## src/assert_macros.svh

```systemverilog
// Assertion macros shared by the scheduler RTL.
// No dependencies.
`ifndef ASSERT_MACROS_SVH
`define ASSERT_MACROS_SVH

`define CHK_IMPL(lbl, clk, rst_n, a, c, msg) \
  lbl: assert property (@(posedge clk) disable iff (!rst_n) (a) |-> (c)) else $error(msg);

`define CHK_NEXT(lbl, clk, rst_n, a, c, msg) \
  lbl: assert property (@(posedge clk) disable iff (!rst_n) (a) |=> (c)) else $error(msg);

`endif

```

## src/psts_pkg.sv

```systemverilog
// Shared types and constants for the priority sleep task scheduler.
// No dependencies.
package psts_pkg;

  localparam int MAX_TASKS_DEF     = 16;
  localparam int PRIORITY_BITS_DEF = 8;

  typedef enum logic [2:0] {
    OP_REGISTER = 3'd0,
    OP_ACTIVATE = 3'd1,
    OP_SLEEP    = 3'd2,
    OP_WAIT     = 3'd3,
    OP_END      = 3'd4,
    OP_KILL     = 3'd5,
    OP_PICK     = 3'd6,
    OP_QUERY    = 3'd7
  } op_t;

  typedef enum logic [2:0] {
    ST_UNREG = 3'd0,
    ST_DEAD  = 3'd1,
    ST_SLEEP = 3'd2,
    ST_WAIT  = 3'd3,
    ST_RUN   = 3'd4
  } status_t;

  typedef struct packed {
    op_t         op;
    logic [3:0]  task_req;
    logic [7:0]  priority_req;
    logic [31:0] delay;
    logic [31:0] now;
  } cmd_t;

  typedef struct packed {
    status_t    task_status;
    logic       picked_valid;
    logic [3:0] picked_task;
    logic       list_ok;
  } rsp_t;

endpackage

```

## src/psts_front.sv

```systemverilog
// Front end: accepts items and holds them in a two-entry queue.
// Depends on psts_pkg.
module psts_front (
  input  logic           clk,
  input  logic           rst_n,
  input  logic           in_valid,
  output logic           in_ready,
  input  psts_pkg::cmd_t in_cmd,
  output logic           q_valid,
  input  logic           q_ready,
  output psts_pkg::cmd_t q_cmd
);
  import psts_pkg::*;

  cmd_t       mem_r [2];
  logic       wp_r, rp_r;
  logic [1:0] cnt_r, cnt_nxt;
  logic       push, pop;

  assign in_ready = (cnt_r != 2'd2);
  assign push     = in_valid && in_ready;
  assign q_valid  = (cnt_r != 2'd0);
  assign pop      = q_valid && q_ready;
  assign q_cmd    = mem_r[rp_r];

  always_comb begin
    cnt_nxt = cnt_r + 2'(push) - 2'(pop);
  end

  always_ff @(posedge clk) begin
    if (push) begin
      mem_r[wp_r] <= in_cmd;
    end
  end

  always_ff @(posedge clk) begin
    if (!rst_n) begin
      wp_r  <= 1'b0;
      rp_r  <= 1'b0;
      cnt_r <= 2'd0;
    end else begin
      if (push) wp_r <= ~wp_r;
      if (pop) rp_r <= ~rp_r;
      cnt_r <= cnt_nxt;
    end
  end

endmodule

```

## config.mk

```make
export PLATFORM = sky130hd
export DESIGN_NAME = psts_front
export DESIGN_NICKNAME = d
export VERILOG_FILES = /design/src/assert_macros.svh /design/src/psts_pkg.sv /design/src/psts_front.sv
export SDC_FILE = /design/constraint.sdc
export NUM_CORES = 1
export LEC_CHECK = 0
export BUFFER_PORTS_ARGS = -buffer_cell sky130_fd_sc_hd__buf_4
export CORE_MARGIN = 5
export CORE_UTILIZATION = 49
export CTS_BUF_LIST = sky130_fd_sc_hd__clkbuf_2 sky130_fd_sc_hd__clkbuf_4 sky130_fd_sc_hd__clkbuf_8
export DETAILED_ROUTE_END_ITERATION = 16
export GPL_ROUTABILITY_DRIVEN = 0
export GPL_TIMING_DRIVEN = 0
export PLACE_DENSITY = 0.83
export SLEW_MARGIN = 40
export SYNTH_ARGS = -nofsm -noshare
export SYNTH_HDL_FRONTEND = slang
export SYNTH_SLANG_ARGS = --single-unit
export TNS_END_PERCENT = 50
```

## constraint.sdc

```tcl
create_clock -name clk -period 4.63 [get_ports clk]
set_clock_uncertainty 0.15 [all_clocks]
set_input_delay 0.6945 -clock clk [delete_from_list [all_inputs] [get_ports clk]]
set_output_delay 0.6945 -clock clk [all_outputs]
set_load 0.03 [all_outputs]
```

==> flow_metrics.tcl <==
set metrics [dict create \
    worstHoldEndpoint "mem_r[0][46]$_DFFE_PP_" \
    seq_area_frac_synth 0.812 \
    clock-sinks 163 \
    final_layout_size_suffix_gt1_frac 0.616 \
    start_util 0.499 \
    cts_made_buffers 17 \
    hold_viol 0 \
    yosys-top-cells-area "edfxtp_1, mux2_2, mux2_4" \
    yosysTopAreaCell "edfxtp_1" \
    setup.worst_path.end_class "output port" \
    first_iter_violations 174 \
    mappedNetlistNets 355 \
    avgSynthCellArea_um2 22.1 \
    hold_path.class "input pin to flip-flop" \
    slew_violations 0 \
    syn2layout_area_growth_pct 33.0 \
    worstHoldStart "in_cmd[46]" \
    cts-root-buf "clkbuf_8" \
    setup_viol 0 \
    ioPinCount 164 \
    dieArea_um2 14500 \
    ant_nets 0 \
    synth-seq-cells 163 \
    htreeDepth 4 \
    whs_path_depth 1 \
    grt.overflow.total 0 \
    period_needed_ns 2.57 \
    vias 3054 \
    rows 40 \
    synth_most_common_cell "edfxtp_1" \
    cts-resized-gates 0 \
    yosys-top-cells-count "edfxtp_1, mux2_2, mux2_4, buf_2, dfxtp_1" \
    nets 544 \
    cp_max_fo 10 \
    worst_slew_pin_slew_ns 0.301 \
    critPathRequiredTime_ns 3.79 \
    startpoint_type "flip-flop" \
    ff2ff_setup_slack_ns 2.75 \
    rr_startpoint "cnt_r[0]$_SDFF_PN0_" \
    rr_endpoint "cnt_r[1]$_SDFF_PN0_" \
    path_clk_slew_ns 0.08 \
    routed_wl_mm 10.7 \
    port_buffers 163 \
    synth_ff_type "edfxtp_1" \
    syn_area_um2 5970 \
    cts_hold_buf 0 \
    n_antenna_cell 0 \
    synth_cell_types 18 \
    clock_latency_ns 0.43 \
    drc 0 \
    netlist.area_leader.share 0.795 \
    grt_pass1_wl_mm 16.8 \
    syn_inst 270 \
    ys_warn_count 0 \
    max_cap_violations 0 \
    grt_pass1_vias 3319 \
    max_slew_margin 0.799 \
    max_freq_ghz 0.390 \
    power.density_nw_per_um2 562 \
    vdd_drop_max_uv 293 \
    routedWlPerCell_um 17.4 \
    reg2reg_depth 8 \
    cts.path.max_buffers 2 \
    dr.pass1.iters 4 \
    p_leak_uw 0.00300 \
    cts_tree "yes" \
    crit_arrival_ns 1.72 \
    post-cts-setup-buffer-count 0 \
    async_flop_share 0 \
    fin_hold_ws_ns 0.289 \
    grt_antenna_before_repair 0 \
    rsz0062_at_grt "false" \
    synth_edf_count 158 \
    finalSetupTns_ns 0 \
    via_per_inst 4.94 \
    crit_type "flip-flop to output port" \
    die_h_um 120 \
    core_um2 12000 \
    place_hpwl_mm 7.62 \
    status "finished, final reports clean" \
    fin_crit_sh 0.555 \
    dieWidth_um 120 \
    globalRouteTotalUtil 0.154 \
    grt_max_degree 40 \
]
## cells by family after synthesis
family / share of synthesized area
buffers and inverters: 0.0113
adders and majority gates: 0.00419
muxes: 0.157
xor gates and xnor gates: 0.00440
DFF: 0.812
AOI/OAI and AO/OA: 0.00126
and+or+nand+nor: 0.0103
## registers in the layout (all words and copies together) (netlist names), named ones only
register and count:
cnt_r 2, rp_r 1, mem_r 158, wp_r 1
## through the flow
stage	power, uW	setup slack, ns	cell area, um2	instances	util
after floorplan	2890	1.14	5970	270	-
after global placement	3380	0.0480	7380	580	0.617
after detailed placement	3450	2.50	7520	587	0.628
after CTS	4530	1.99	7940	618	0.664
after global routing	4670	1.95	7940	618	0.664
final	4460	2.06	7940	618	0.664
## routing by layer
metal,track usage,share of wire,up-vias
met5,0,0,-
met4,0.0637,0.013,0
met3,0.0580,0.071,13
met2,0.261,0.52,108
met1,0.177,0.40,1495
li1,-,-,1438
## report_power, final
part,internal [uW],total [uW],switching (uW)
clock network,605,1070,466
logic,643,1500,852
registers,1850,1900,48.5
total,3100,4460,1370
## worst max-delay path, cell delays in order, from the launching register on
cell     delay [ns]
dfxtp_1        0.33
buf_6          0.13
buf_6          0.15
buf_6          0.19
mux2_4         0.32
buf_4          0.17
## cells in the final DEF, fill, tap and decap left out
cell,n
clkinvlp_4,3
clkinv_4,1
inv_1,1
clkbuf_8,17
nand2b_1,2
nor2_4,1
bufinv_16,4
mux2_2,69
clkinv_1,2
and2_1,2
nor2b_1,2
nand2_1,2
ha_1,2
xnor2_1,3
buf_12,2
mux2_4,10
dfxtp_1,5
buf_16,1
buf_6,3
buf_4,163
or2_2,1
buf_2,6
and3_4,1
o21a_1,1
mux2i_1,1
buf_8,4
edfxtp_1,158
clkbuf_4,4
## worst max path at each step
| stage | from | end | slack [ns] | cells past startpoint |
|---|---|---|---|---|
| 6_report | flip-flop | q_cmd[77] | 2.06 | 5 |
| 5_1_grt | flip-flop | q_cmd[76] | 1.95 | 5 |
| 4_1_cts | flip-flop | q_cmd[42] | 1.99 | 4 |
| 3_5_place_dp | flip-flop | q_cmd[76] | 2.50 | 5 |
| 3_3_place_gp | in_valid | mem_r[0][7]$_DFFE_PP_ | 0.05 | 3 |
| 2_1_floorplan | cnt_r[0]$_SDFF_PN0_ | mem_r[0][0]$_DFFE_PP_ | 1.14 | 3 |
## layout make-up
class | count | area [um2]
well taps | 147 | 184
fillers | 819 | 4020
inverters | 1 | 3.75
clock buffers | 21 | 264
flip-flops and latches | 163 | 4840
multi-input cells | 97 | 1070
repair buffers | 170 | 1350
plain buffers | 9 | 63.8
clock inverters | 10 | 159
(Power assumes the default switching activity.)
